**config.mk**
```make
export PLATFORM = sky130hd
export DESIGN_NAME = sorted_deadline_timer_queue_flat
export DESIGN_NICKNAME = d
export VERILOG_FILES = /design/src/sv/sdtq_pkg.sv /design/src/sv/sdtq_if.sv /design/src/sv/sdtq_ram.sv /design/src/sv/sorted_deadline_timer_queue.sv /design/src/flat_wrapper.sv
export SDC_FILE = /design/constraint.sdc
export NUM_CORES = 2
export LEC_CHECK = 0
export BUFFER_PORTS_ARGS = -buffer_cell sky130_fd_sc_hd__buf_2
export CAP_MARGIN = 40
export CORE_MARGIN = 2
export CORE_UTILIZATION = 53
export DETAILED_ROUTE_END_ITERATION = 12
export PLACE_DENSITY_LB_ADDON = 0.2
export SLEW_MARGIN = 20
export SYNTH_ARGS = -nofsm -noshare
export SYNTH_HDL_FRONTEND = slang
export SYNTH_SLANG_ARGS = --single-unit
```
**constraint.sdc**
```tcl
create_clock -name clock -period 9.1 [get_ports clock]
set_input_delay 0.455 -clock clock [delete_from_list [all_inputs] [get_ports clock]]
set_output_delay 0.455 -clock clock [all_outputs]
set_load 0.05 [all_outputs]
```
**src/sv/sdtq_pkg.sv**
```systemverilog
package sdtq_pkg;

   localparam int DEPTH = 16;
   localparam int TAG_WIDTH = 8;
   localparam int IDX_W = $clog2(DEPTH);
   localparam int CNT_W = $clog2(DEPTH + 1);
   localparam int TIME_W = 63;
   localparam int HANDLE_W = 4;
   localparam int ENTRY_W = TIME_W + TAG_WIDTH + HANDLE_W;

   typedef enum logic [1:0] {
      CMD_ADD_ABS = 2'd0,
      CMD_ADD_REL = 2'd1,
      CMD_REMOVE  = 2'd2,
      CMD_EXPIRE  = 2'd3
   } cmd_type;

   typedef enum logic [2:0] {
      KIND_ADDED    = 3'd0,
      KIND_REMOVED  = 3'd1,
      KIND_NOTFOUND = 3'd2,
      KIND_FULL     = 3'd3,
      KIND_EXPIRED  = 3'd4,
      KIND_NONEDUE  = 3'd5
   } kind_type;

   typedef struct packed {
      logic [1:0]          cmd;
      logic [TIME_W-1:0]   now_time;
      logic [TIME_W-1:0]   deadline_or_interval;
      logic [7:0]          callback_tag;
      logic [HANDLE_W-1:0] timer_handle;
   } req_type;

   typedef struct packed {
      logic [2:0]          kind;
      logic [HANDLE_W-1:0] result_handle;
      logic [7:0]          result_tag;
      logic [TIME_W-1:0]   next_deadline;
      logic                armed;
      logic                last;
   } rsp_type;

   typedef struct packed {
      logic [TIME_W-1:0]    deadline;
      logic [TAG_WIDTH-1:0] tag;
      logic [HANDLE_W-1:0]  handle;
   } entry_type;

endpackage

```
**src/sv/sdtq_if.sv**
```systemverilog
interface sdtq_req_if (input logic clock);
   logic               valid;
   logic               ready;
   sdtq_pkg::req_type  payload;
   modport source (output valid, output payload, input ready);
   modport sink (input valid, input payload, output ready);
endinterface

interface sdtq_rsp_if (input logic clock);
   logic               valid;
   logic               ready;
   sdtq_pkg::rsp_type  payload;
   modport source (output valid, output payload, input ready);
   modport sink (input valid, input payload, output ready);
endinterface

```
**src/sv/sdtq_ram.sv**
```systemverilog
module sdtq_ram #(
   parameter int WIDTH = 8,
   parameter int DEPTH = 16
) (
   input  logic                     clock,
   input  logic                     wr_en,
   input  logic [$clog2(DEPTH)-1:0] wr_addr,
   input  logic [WIDTH-1:0]         wr_data,
   input  logic [$clog2(DEPTH)-1:0] rd_addr,
   output logic [WIDTH-1:0]         rd_data
);
   logic [WIDTH-1:0] mem_ff [DEPTH];
   logic [WIDTH-1:0] rd_data_ff;

   always_ff @(posedge clock) begin
      if (wr_en) begin
         mem_ff[wr_addr] <= wr_data;
      end
      rd_data_ff <= mem_ff[rd_addr];
   end

   assign rd_data = rd_data_ff;
endmodule

```
**src/sv/sorted_deadline_timer_queue.sv**
```systemverilog
// Channel | Dir | Signals                         | Transaction
// req     | in  | req.valid/ready/payload         | one timer command
// rsp     | out | rsp.valid/ready/payload         | one result, last on final
//
// Sorted entries live in one RAM (one read, one write a cycle, registered read).
// Add/remove walk the RAM one entry at a time, ST_SCAN reading and ST_MOVE shifting; full/not found skip the walk.
// Expire: ST_HEAD checks entry 0; each due entry is dropped by a walk and reported, then ST_WAIT rereads entry 0.
// Reset clears count and handle bitmap; RAM data is used only below count.
// A result waits in the output register; no command is accepted and no further result is loaded until it is taken.
module sorted_deadline_timer_queue (
   input logic       clock,
   input logic       reset,
   sdtq_req_if.sink  req,
   sdtq_rsp_if.source rsp
);
   typedef enum logic [5:0] {
      ST_IDLE  = 6'b000001,
      ST_SCAN  = 6'b000010,
      ST_MOVE  = 6'b000100,
      ST_HEAD  = 6'b001000,
      ST_EMIT  = 6'b010000,
      ST_WAIT  = 6'b100000
   } state_type;

   localparam logic [sdtq_pkg::TIME_W-1:0] TMAX = '1;

   state_type                        state_ff, state_in;
   sdtq_pkg::req_type                cur_ff, cur_in;
   logic [sdtq_pkg::CNT_W-1:0]       cnt_ff, cnt_in;
   logic [sdtq_pkg::DEPTH-1:0]       used_ff, used_in;
   logic [sdtq_pkg::CNT_W-1:0]       pos_ff, pos_in;
   logic                             ins_ff, ins_in;     // insert walk vs drop walk
   sdtq_pkg::entry_type              carry_ff, carry_in; // entry moving up on insert
   logic                             any_ff, any_in;
   logic [sdtq_pkg::HANDLE_W-1:0]    hnd_ff, hnd_in;
   logic [7:0]                       tag_ff, tag_in;
   logic [2:0]                       kind_ff, kind_in;
   logic                             rvalid_ff, rvalid_in;
   sdtq_pkg::rsp_type                rsp_ff, rsp_in;
   logic [sdtq_pkg::TIME_W-1:0]      head_ff, head_in;

   logic                             wr_en;
   logic [sdtq_pkg::IDX_W-1:0]       wr_addr, rd_addr;
   sdtq_pkg::entry_type              wr_data, rd_data;

   sdtq_ram #(.WIDTH(sdtq_pkg::ENTRY_W), .DEPTH(sdtq_pkg::DEPTH)) u_ram (
      .clock, .wr_en, .wr_addr, .wr_data(wr_data), .rd_addr, .rd_data(rd_data)
   );

   logic [sdtq_pkg::TIME_W:0] sum;
   logic [sdtq_pkg::TIME_W-1:0] add_dl;
   logic [sdtq_pkg::HANDLE_W-1:0] free_h;
   logic free_ok;
   logic rsp_free;

   assign sum = {1'b0, req.payload.now_time} + {1'b0, req.payload.deadline_or_interval};
   // relative add saturates at the largest time
   assign add_dl = (req.payload.cmd == sdtq_pkg::CMD_ADD_REL) ?
                   (sum[sdtq_pkg::TIME_W] ? TMAX : sum[sdtq_pkg::TIME_W-1:0]) :
                   req.payload.deadline_or_interval;
   assign rsp_free = !rvalid_ff || rsp.ready;

   always_comb begin
      free_h = '0;
      free_ok = 1'b0;
      for (int i = sdtq_pkg::DEPTH - 1; i >= 0; i--) begin
         if (!used_ff[i]) begin
            free_h = sdtq_pkg::HANDLE_W'(i);
            free_ok = 1'b1;
         end
      end
   end

   assign req.ready = (state_ff == ST_IDLE) && rsp_free;
   assign rsp.valid = rvalid_ff;
   assign rsp.payload = rsp_ff;

   always_comb begin
      state_in = state_ff;
      cur_in = cur_ff;
      cnt_in = cnt_ff;
      used_in = used_ff;
      pos_in = pos_ff;
      ins_in = ins_ff;
      carry_in = carry_ff;
      any_in = any_ff;
      hnd_in = hnd_ff;
      tag_in = tag_ff;
      kind_in = kind_ff;
      head_in = head_ff;
      rvalid_in = rvalid_ff && !rsp.ready;
      rsp_in = rsp_ff;
      wr_en = 1'b0;
      wr_addr = pos_ff[sdtq_pkg::IDX_W-1:0];
      wr_data = carry_ff;
      rd_addr = pos_ff[sdtq_pkg::IDX_W-1:0];

      unique case (state_ff)
         ST_IDLE: begin
            rd_addr = '0;
            if (req.valid && req.ready) begin
               cur_in = req.payload;
               pos_in = '0;
               any_in = 1'b0;
               hnd_in = req.payload.timer_handle;
               tag_in = '0;
               if (req.payload.cmd == sdtq_pkg::CMD_EXPIRE) begin
                  state_in = ST_HEAD;
               end else if (req.payload.cmd == sdtq_pkg::CMD_REMOVE) begin
                  if (used_ff[req.payload.timer_handle]) begin
                     ins_in = 1'b0;
                     state_in = ST_SCAN;
                  end else begin
                     kind_in = sdtq_pkg::KIND_NOTFOUND;
                     state_in = ST_EMIT;
                  end
               end else if (cnt_ff >= sdtq_pkg::CNT_W'(sdtq_pkg::DEPTH) || !free_ok) begin
                  kind_in = sdtq_pkg::KIND_FULL;
                  hnd_in = '0;
                  state_in = ST_EMIT;
               end else begin
                  ins_in = 1'b1;
                  hnd_in = free_h;
                  carry_in.deadline = add_dl;
                  carry_in.tag = req.payload.callback_tag[sdtq_pkg::TAG_WIDTH-1:0];
                  carry_in.handle = free_h;
                  state_in = ST_SCAN;
               end
            end
         end
         ST_SCAN: begin
            // issue read of pos; data arrives in ST_MOVE
            rd_addr = pos_ff[sdtq_pkg::IDX_W-1:0];
            if (pos_ff >= cnt_ff) begin
               if (ins_ff) begin
                  wr_en = 1'b1;
                  cnt_in = cnt_ff + 1'b1;
                  used_in[hnd_ff] = 1'b1;
                  head_in = (cnt_ff == '0 || pos_ff == '0) ? carry_ff.deadline : head_ff;
                  kind_in = sdtq_pkg::KIND_ADDED;
               end else begin
                  // drop walk finished
                  cnt_in = cnt_ff - 1'b1;
                  used_in[hnd_ff] = 1'b0;
                  kind_in = (cur_ff.cmd == sdtq_pkg::CMD_EXPIRE) ?
                     sdtq_pkg::KIND_EXPIRED : sdtq_pkg::KIND_REMOVED;
               end
               state_in = ST_EMIT;
            end else begin
               state_in = ST_MOVE;
            end
         end
         ST_MOVE: begin
            if (ins_ff) begin
               if (any_ff || rd_data.deadline >= carry_ff.deadline) begin
                  // place carry here, old entry moves up
                  wr_en = 1'b1;
                  if (pos_ff == '0) head_in = carry_ff.deadline;
                  carry_in = rd_data;
                  any_in = 1'b1;
               end
               pos_in = pos_ff + 1'b1;
            end else begin
               if (any_ff) begin
                  wr_en = 1'b1;
                  wr_addr = sdtq_pkg::IDX_W'(pos_ff - 1'b1);
                  wr_data = rd_data;
                  if (pos_ff == sdtq_pkg::CNT_W'(1)) head_in = rd_data.deadline;
               end else if (rd_data.handle == hnd_ff) begin
                  any_in = 1'b1;
                  tag_in = 8'(rd_data.tag);
               end
               pos_in = pos_ff + 1'b1;
            end
            state_in = ST_SCAN;
         end
         ST_HEAD: begin
            // rd_data holds entry 0 when entered from ST_IDLE or ST_WAIT (both read address 0)
            if (cnt_ff != '0 && rd_data.deadline <= cur_ff.now_time) begin
               hnd_in = rd_data.handle;
               ins_in = 1'b0;
               pos_in = '0;
               any_in = 1'b0;
               state_in = ST_SCAN;
            end else if (kind_ff == sdtq_pkg::KIND_EXPIRED && any_ff) begin
               state_in = ST_IDLE;
            end else begin
               kind_in = sdtq_pkg::KIND_NONEDUE;
               hnd_in = '0;
               state_in = ST_EMIT;
            end
         end
         ST_EMIT: begin
            rd_addr = '0;
            if (rsp_free) begin
               rvalid_in = 1'b1;
               rsp_in.kind = kind_ff;
               rsp_in.result_handle = hnd_ff;
               rsp_in.result_tag = (kind_ff == sdtq_pkg::KIND_EXPIRED) ? tag_ff : '0;
               rsp_in.armed = (cnt_ff != '0);
               rsp_in.next_deadline = (cnt_ff != '0) ? head_ff : '0;
               rsp_in.last = 1'b1;
               state_in = ST_IDLE;
               if (kind_ff == sdtq_pkg::KIND_EXPIRED) begin
                  state_in = ST_WAIT;
               end
            end
         end
         ST_WAIT: begin
            // entry 0 is read now; decide in ST_HEAD whether more are due
            rd_addr = '0;
            kind_in = sdtq_pkg::KIND_EXPIRED;
            any_in = 1'b1;
            state_in = ST_HEAD;
         end
         default: state_in = ST_IDLE;
      endcase

      // expire: a result is last only if nothing further is due after it
      if (state_ff == ST_EMIT && rsp_free && kind_ff == sdtq_pkg::KIND_EXPIRED) begin
         rvalid_in = 1'b0;
      end
      if (state_ff == ST_HEAD && kind_ff == sdtq_pkg::KIND_EXPIRED && any_ff && rsp_free) begin
         rvalid_in = 1'b1;
         rsp_in.last = !(cnt_ff != '0 && rd_data.deadline <= cur_ff.now_time);
      end else if (state_ff == ST_HEAD && kind_ff == sdtq_pkg::KIND_EXPIRED && any_ff) begin
         state_in = ST_HEAD;
      end
   end

   always_ff @(posedge clock) begin
      if (reset) begin
         state_ff <= ST_IDLE;
         cnt_ff <= '0;
         used_ff <= '0;
         rvalid_ff <= 1'b0;
         kind_ff <= sdtq_pkg::KIND_ADDED;
         any_ff <= 1'b0;
      end else begin
         state_ff <= state_in;
         cnt_ff <= cnt_in;
         used_ff <= used_in;
         rvalid_ff <= rvalid_in;
         kind_ff <= kind_in;
         any_ff <= any_in;
      end
      cur_ff <= cur_in;
      pos_ff <= pos_in;
      ins_ff <= ins_in;
      carry_ff <= carry_in;
      hnd_ff <= hnd_in;
      tag_ff <= tag_in;
      rsp_ff <= rsp_in;
      head_ff <= head_in;
   end
endmodule

```
**src/flat_wrapper.sv**
```systemverilog
// flat-port wrapper written by rule: the top's interface ports become plain ports
module sorted_deadline_timer_queue_flat 
  (clock, reset, req_valid, req_payload, req_ready, rsp_valid, rsp_payload, rsp_ready);
  sdtq_req_if req_i (.clock(clock));
  sdtq_rsp_if rsp_i (.clock(clock));
  input logic clock;
  input logic reset;
  input wire logic [$bits(req_i.valid)-1:0] req_valid;
  input wire logic [$bits(req_i.payload)-1:0] req_payload;
  output wire logic [$bits(req_i.ready)-1:0] req_ready;
  output wire logic [$bits(rsp_i.valid)-1:0] rsp_valid;
  output wire logic [$bits(rsp_i.payload)-1:0] rsp_payload;
  input wire logic [$bits(rsp_i.ready)-1:0] rsp_ready;
  assign req_i.valid = req_valid;
  assign req_i.payload = req_payload;
  assign req_ready = req_i.ready;
  assign rsp_valid = rsp_i.valid;
  assign rsp_payload = rsp_i.payload;
  assign rsp_i.ready = rsp_ready;
  sorted_deadline_timer_queue u_core (.clock(clock), .reset(reset), .req(req_i), .rsp(rsp_i));
endmodule
```
== After elaboration in Yosys (flattened, before gate mapping) ==
Memories as Yosys holds them, arrays and structs flattened. A register that Yosys moved wholly into a read port is not among the register bits.
Index checks and enable logic that the tools add are counted.
Widths: inputs -> output; s select.

* Add/sub/neg operators: 5
* $mul: 0
* Divide/modulo/power cells: 0
* Order comparisons: 7
* Equality and inequality tests: 37
* Shifts and indexed selects: 0
* Mux-type cells: 130
* Bitwise operators: 3
* Reduce and logical (&&, ||, !) cells: 43

{| class="wikitable"
|+ Operator list
! operator !! count
|-
| $mux 75 || 9
|-
| $mux 63 || 10
|-
| $pmux 75 s2 || 1
|-
| $pmux 63 s2 || 1
|-
| $mux 4 || 26
|-
| $add 63x63->64 || 1
|-
| $ge 63x63->1 || 1
|-
| $le 63x63->1 || 1
|-
| $mux 6 || 8
|-
| $mux 1 || 43
|-
| $pmux 6 s6 || 1
|-
| $mux 5 || 7
|-
| $mux 8 || 4
|-
| $mux 3 || 10
|-
| $ne 3x3->1 const B || 6
|-
| $and 16x16->16 || 1
|-
| $mux 16 || 1
|-
| $ne 2x2->1 const B || 8
|-
| $not 16->16 || 1
|-
| $or 16x16->16 || 1
|-
| $pmux 8 s2 || 1
|-
| $reduce_and 8->1 || 2
|-
| $pmux 5 s3 || 1
|-
| $ne 2x1->1 const B || 7
|-
| 41 further kinds || 73
|}

* Flip-flop bits (word level): 333
* Latch bits: 0
* Bits in writable memories: 1200
* Memory bits (read-only): 0
* Output and inout bits: 82
* Logic and storage cells: 248
* Memories: 1

{| class="wikitable"
|+ Memories
! name !! depth !! width !! rd ports !! clocked after Yosys merged registers in !! wr ports !! line !! source
|-
| u_core.u_ram.mem_ff || 16 || 75 || 1 || 1 || 1 || sdtq_ram.sv:12 || <nowiki>logic [WIDTH-1:0] mem_ff [DEPTH];</nowiki>
|}

== Longest topological paths before layout ==
* Word-level depth: 25
* Depth in mapped cells: 15
* Depth with buffers taken out: 13

== Hierarchy ==
From an unflattened synthesis, not the netlist that was laid out.

* Cell total of the unflattened synthesis: 4088
* Area, all modules: 67976.4 µm²

{| class="wikitable"
|+ Modules (own cells, without submodules)
! module !! times used !! cells each !! area an instance (µm²) !! sequential area each (µm²)
|-
| sdtq_ram || 1 || 1926 || 46318.2 || 37536.0
|-
| sorted_deadline_timer_queue || 1 || 2162 || 21658.3 || 9679.3
|}

== Least setup slack after synthesis ==
No wires, ideal clock.

* Kind: reg2reg
* Start point: register u_core.pos_ff[0] (netlist name)
* End point: memory u_core.u_ram.mem_ff[4][0] (netlist name) (enable)
* Library setup time: 0.509 ns
* Arrival time: 5.905 ns
* Data required time: 8.591 ns
* Setup slack: 2.686 ns
* Cell stages (with the launch flop): 14
* Buffers on the path: 3
* Cell sequence: edfxtp_1 > buf_2 > buf_1 > clkbuf_1 > inv_1 > ha_1 > nand2b_1 > a21o_1 > a21o_1 > a21o_1 > a21oi_1 > o22ai_1 > a41oi_1 > nor2_1

* Cells in the longest elaborated chain, start to end: 5
* Elaborated cells on any way between the ends: 9
* Those cells by class: add/sub (1); order compare (1); mux (7)

{| class="wikitable"
|+ RTL lines
! item !! line !! source
|-
| from (decl) || sorted_deadline_timer_queue.sv:31 || <nowiki>logic [sdtq_pkg::CNT_W-1:0] pos_ff, pos_in;</nowiki>
|-
| from (signal assigned) || sorted_deadline_timer_queue.sv:248 || <nowiki>pos_ff <= pos_in;</nowiki>
|-
| $ge 5x5->1 || sorted_deadline_timer_queue.sv:134 || <nowiki>if (pos_ff >= cnt_ff) begin</nowiki>
|-
| $mux 1 || sorted_deadline_timer_queue.sv:134 ||
|-
| $pmux 1 s2 || sorted_deadline_timer_queue.sv:98 || <nowiki>unique case (state_ff)</nowiki>
|-
| $mux 1 || sdtq_ram.sv:16 || <nowiki>if (wr_en) begin</nowiki>
|-
| $mux 1 (not written as such) || sdtq_ram.sv:17 || <nowiki>mem_ff[wr_addr] <= wr_data;</nowiki>
|-
| to (decl) || sdtq_ram.sv:12 ||
|}

Parallel ways exist; a longest one is shown, timed or not.

== Worst setup path in the final report ==
* Start point: register u_core.carry_ff[73] (netlist name)
* End point: memory u_core.u_ram.mem_ff[11][50] (netlist name) (enable)

* Cells in the longest elaborated chain, start to end: 7

{| class="wikitable"
|+ RTL lines
! item !! line !! source
|-
| from (decl) || sorted_deadline_timer_queue.sv:33 || <nowiki>sdtq_pkg::entry_type carry_ff, carry_in;</nowiki>
|-
| from (signal assigned) || sorted_deadline_timer_queue.sv:250 || <nowiki>carry_ff <= carry_in;</nowiki>
|-
| $ge 63x63->1 || sorted_deadline_timer_queue.sv:155 || <nowiki>if (any_ff || rd_data.deadline >= carry_ff.deadline) begin</nowiki>
|-
| $logic_or 1x1->1 || sorted_deadline_timer_queue.sv:155 ||
|-
| $mux 1 || sorted_deadline_timer_queue.sv:155 ||
|-
| $mux 1 || sorted_deadline_timer_queue.sv:154 || <nowiki>if (ins_ff) begin</nowiki>
|-
| $pmux 1 s2 || sorted_deadline_timer_queue.sv:98 ||
|-
| $mux 1 || sdtq_ram.sv:16 ||
|-
| $mux 1 (not written as such) || sdtq_ram.sv:17 ||
|}

Every way passes these cells.

==> flow_metrics.env <==
export IMPL_dr_pass1_iters=6
export IMPL_p_int_uw=14000
export IMPL_worstMarginPinSlew_ns=0.919
export IMPL_cts_made_buffers=161
export IMPL_ctsResizeCount=0
export IMPL_start_kind="flop"
export IMPL_die_w_um=365
export IMPL_drive_above_1_share_pct=20.7
export IMPL_path_common_cell="buf_4"
export IMPL_cp_startpoint="u_core.carry_ff[73]$_DFFE_PP_"
export IMPL_end_kind="flop"
export IMPL_cts_setup_buffers=0
export IMPL_crit_path_cell_trace="inv_1, ha_1, nand4_1, or2_2, nor4_1, nand3_1, a21oi_1, a211oi_1, o22ai_1, a31oi_1, buf_4, nor2_4, buf_4, buf_4"
export IMPL_worstSetupPathType="reg2reg"
export IMPL_dieArea_um2=133000
export IMPL_io_buffers=225
export IMPL_synthMostInstantiatedCell="edfxtp_1"
export IMPL_clk_latency_ns=0.78
export IMPL_relSlewSlack_pct=38.7
export IMPL_synth_ff_type="edfxtp_1"
export IMPL_nets=5152
export IMPL_skew_ns=0.0314
export IMPL_dp_hpwl_um=119000
export IMPL_finalHoldViolations=0
export IMPL_min_from="req_payload[139]"
export IMPL_crit_required_ns=9.49
export IMPL_p_total_uw=19800
export IMPL_min_path_type="in2reg"
export IMPL_area_growth_pct=14.8
export IMPL_cts_root_buf="clkbuf_16"
export IMPL_tritoncts="built"
export IMPL_vias_per_cell=6.12
export IMPL_initial_core_util_pct=53.4
export IMPL_ys_top_cells_by_count="edfxtp_1 (1,501), nand2_1 (347), o21ai_0 (335)"
export IMPL_power_frac_seq_pct=44.8
export IMPL_syn_num_nets=4751
export IMPL_avgSynthCellArea_um2=15.7
export IMPL_finalMaxSlewViolations=0
export IMPL_row_count=132
export IMPL_antenna_found_initial=14
export IMPL_clkPwrFrac_pct=32.2
export IMPL_fin_cells=6681
export IMPL_fin_crit_ns=5.38
export IMPL_grt_start_max_net_pins=135
export IMPL_grt_pass1_wl_um=264000
export IMPL_synth_area_leaders="edfxtp_1 (65%), mux4_2 (9.4%), ha_1 (3.6%)"
export IMPL_p_leak_uw=0.0275
export IMPL_core_um2=129000
export IMPL_yosysSeqAreaShare_pct=68.3
export IMPL_crit_path_max_incr_delay_ns=0.64
export IMPL_synthArstFlopShare_pct=0
export IMPL_tns_ns=0
export IMPL_dieHeight_um=365
export IMPL_gp_congestion=0.959
export IMPL_cts_hold_fix_buffers=72
export IMPL_irDropWorstVdd_uv=220
export IMPL_h_tree_depth=4
export IMPL_track_usage_pct=27.4
export IMPL_vias=40900
export IMPL_switching_share_pct=29.3
export IMPL_slowest_stage="buf_4"
export IMPL_cts_reportedPaths_clkPinSlew_ns=0.06
export IMPL_critPathMaxFanout=37
export IMPL_overflow=0
export IMPL_ys_warn_count=0
export IMPL_grt_pass1_vias=39800
export IMPL_reg2reg_from="u_core.carry_ff[73]$_DFFE_PP_"
export IMPL_arrival_ns=5.78
export IMPL_placed_cells=6305
export IMPL_drt_wl_total_um=182000
export IMPL_avgRoutedWirePerCell_um=27.3
export IMPL_cp_top_family="simple AND/OR/NAND/NOR gates"
export IMPL_clock_fmax_mhz=186
export IMPL_rsz0062_at_grt="no"
export IMPL_synth_top_area_cell="edfxtp_1"
export IMPL_p_per_area_nw_per_um2=250
export IMPL_status="complete, no violations"
export IMPL_cts_sinks=1608
export IMPL_post_place_ws_ns=3.79
export IMPL_fin_ws_ns=3.72
export IMPL_cap_viol_max_count=0
export IMPL_comb_power_share_pct=23.0
export IMPL_synth_top_area_share_pct=65.2
export IMPL_power_switching_uw=5810
export IMPL_drt_iter0_drc=5041
export IMPL_post_route_period_util_pct=59.2
export IMPL_drc=0
export IMPL_syn_instance_count=4404
export IMPL_clock_path_buffers=3
export IMPL_setup_viol=0
export IMPL_yosysUniqueCellTypes=79
export IMPL_synth_edf_count=1501
export IMPL_io_pins=226
export IMPL_antenna_left=0
export IMPL_synth_seq_cells=1608
export IMPL_syn_area_um2=69100
export IMPL_path_buf_inv=4
==> state kept, by name (all words and copies together), names as in the netlist, 6 cells and up, named ones only <==
name	count
u_core.u_ram.mem_ff	1200
u_core.u_ram.rd_data	75
u_core.cur_ff	65
u_core.carry_ff	75
u_core.state_ff	6
u_core.rsp.payload	80
u_core.tag_ff	8
u_core.head_ff	63
==> routing by layer <==
layer  vias up  track usage [%]  wire [µm]
met2      1864             41.2      82100
met3       279             7.12      18000
met5         -                0         13
li1      18000                -          -
met1     20700             39.6      77000
met4         2             8.75       5350
==> power groups by stage <==
| stage | Combinational [µW] | Clock [µW] | Sequential (µW) |
|---|---|---|---|
| 3_5_place_dp | 4460 | 0 | 9020 |
| 4_1_cts | 4500 | 6470 | 8870 |
| 5_1_grt | 4900 | 6750 | 8920 |
| 2_1_floorplan | 2930 | 0 | 8900 |
| 3_3_place_gp | 4360 | 0 | 9010 |
| 6_report | 4560 | 6380 | 8880 |
==> kinds of logic after synthesis <==
group | Yosys count | synth area share (%)
flops | 1608 | 68.3
compound gates | 801 | 6.92
mux | 453 | 12.0
simple gates | 870 | 5.89
xor+xnor | 72 | 0.913
fa+ha+maj | 203 | 3.70
buf+inv | 397 | 2.26
==> stage by stage <==
step / area, µm² / util, % / hold WS [ns]
after global routing: 79300 / 61.2 / 0.0576
final: 79300 / 61.2 / 0.0822
after floorplan: 69100 / - / 0.421
after CTS: 79200 / 61.1 / 0.0293
after detailed placement: 73400 / 56.7 / 0.485
after global placement: 72600 / 56.1 / 0.495
==> layout by cell type, fill, tap and decap left out, types with 56 or more instances in the layout <==
| cell | Yosys | final |
|---|---|---|
| o22ai_1 | 56 | 56 |
| nand3_1 | 93 | 93 |
| nor2_1 | 163 | 146 |
| buf_4 | 1 | 127 |
| a21oi_1 | 145 | 143 |
| buf_2 | 39 | 229 |
| mux4_2 | 287 | 287 |
| edfxtp_1 | 1501 | 1501 |
| dfxtp_1 | 107 | 107 |
| dlygate4sd3_1 | 0 | 72 |
| mux2_2 | 76 | 76 |
| clkbuf_16 | 0 | 166 |
| o21ai_0 | 335 | 320 |
| ha_1 | 201 | 201 |
| inv_1 | 171 | 168 |
| and2_1 | 81 | 81 |
| nand2_1 | 347 | 343 |
| a21o_1 | 77 | 77 |
| mux2i_1 | 86 | 86 |
==> worst paths after layout <==
check                                          endpoint  slack, ns  cells after the start
hold reg to reg        u_core.rsp.payload[77]$_DFFE_PP_       0.50                      0
setup reg to reg  u_core.u_ram.mem_ff[11][50]$_DFFE_PP_       3.72                     14
setup / recovery  u_core.u_ram.mem_ff[11][50]$_DFFE_PP_       3.72                     14
hold / removal             u_core.cur_ff[139]$_DFFE_PP_       0.08                      1
==> cell type report <==
class	instances	area, µm²
fillers	9487	50200
flip-flops and latches	1608	47200
multi-input cells	2399	20500
clock buffers	213	4390
repair buffers	464	3670
well taps	1742	2180
clock inverters	79	644
inverters	171	644
diodes	5	12.5
No activity file was read; power rests on OpenSTA's default activity.
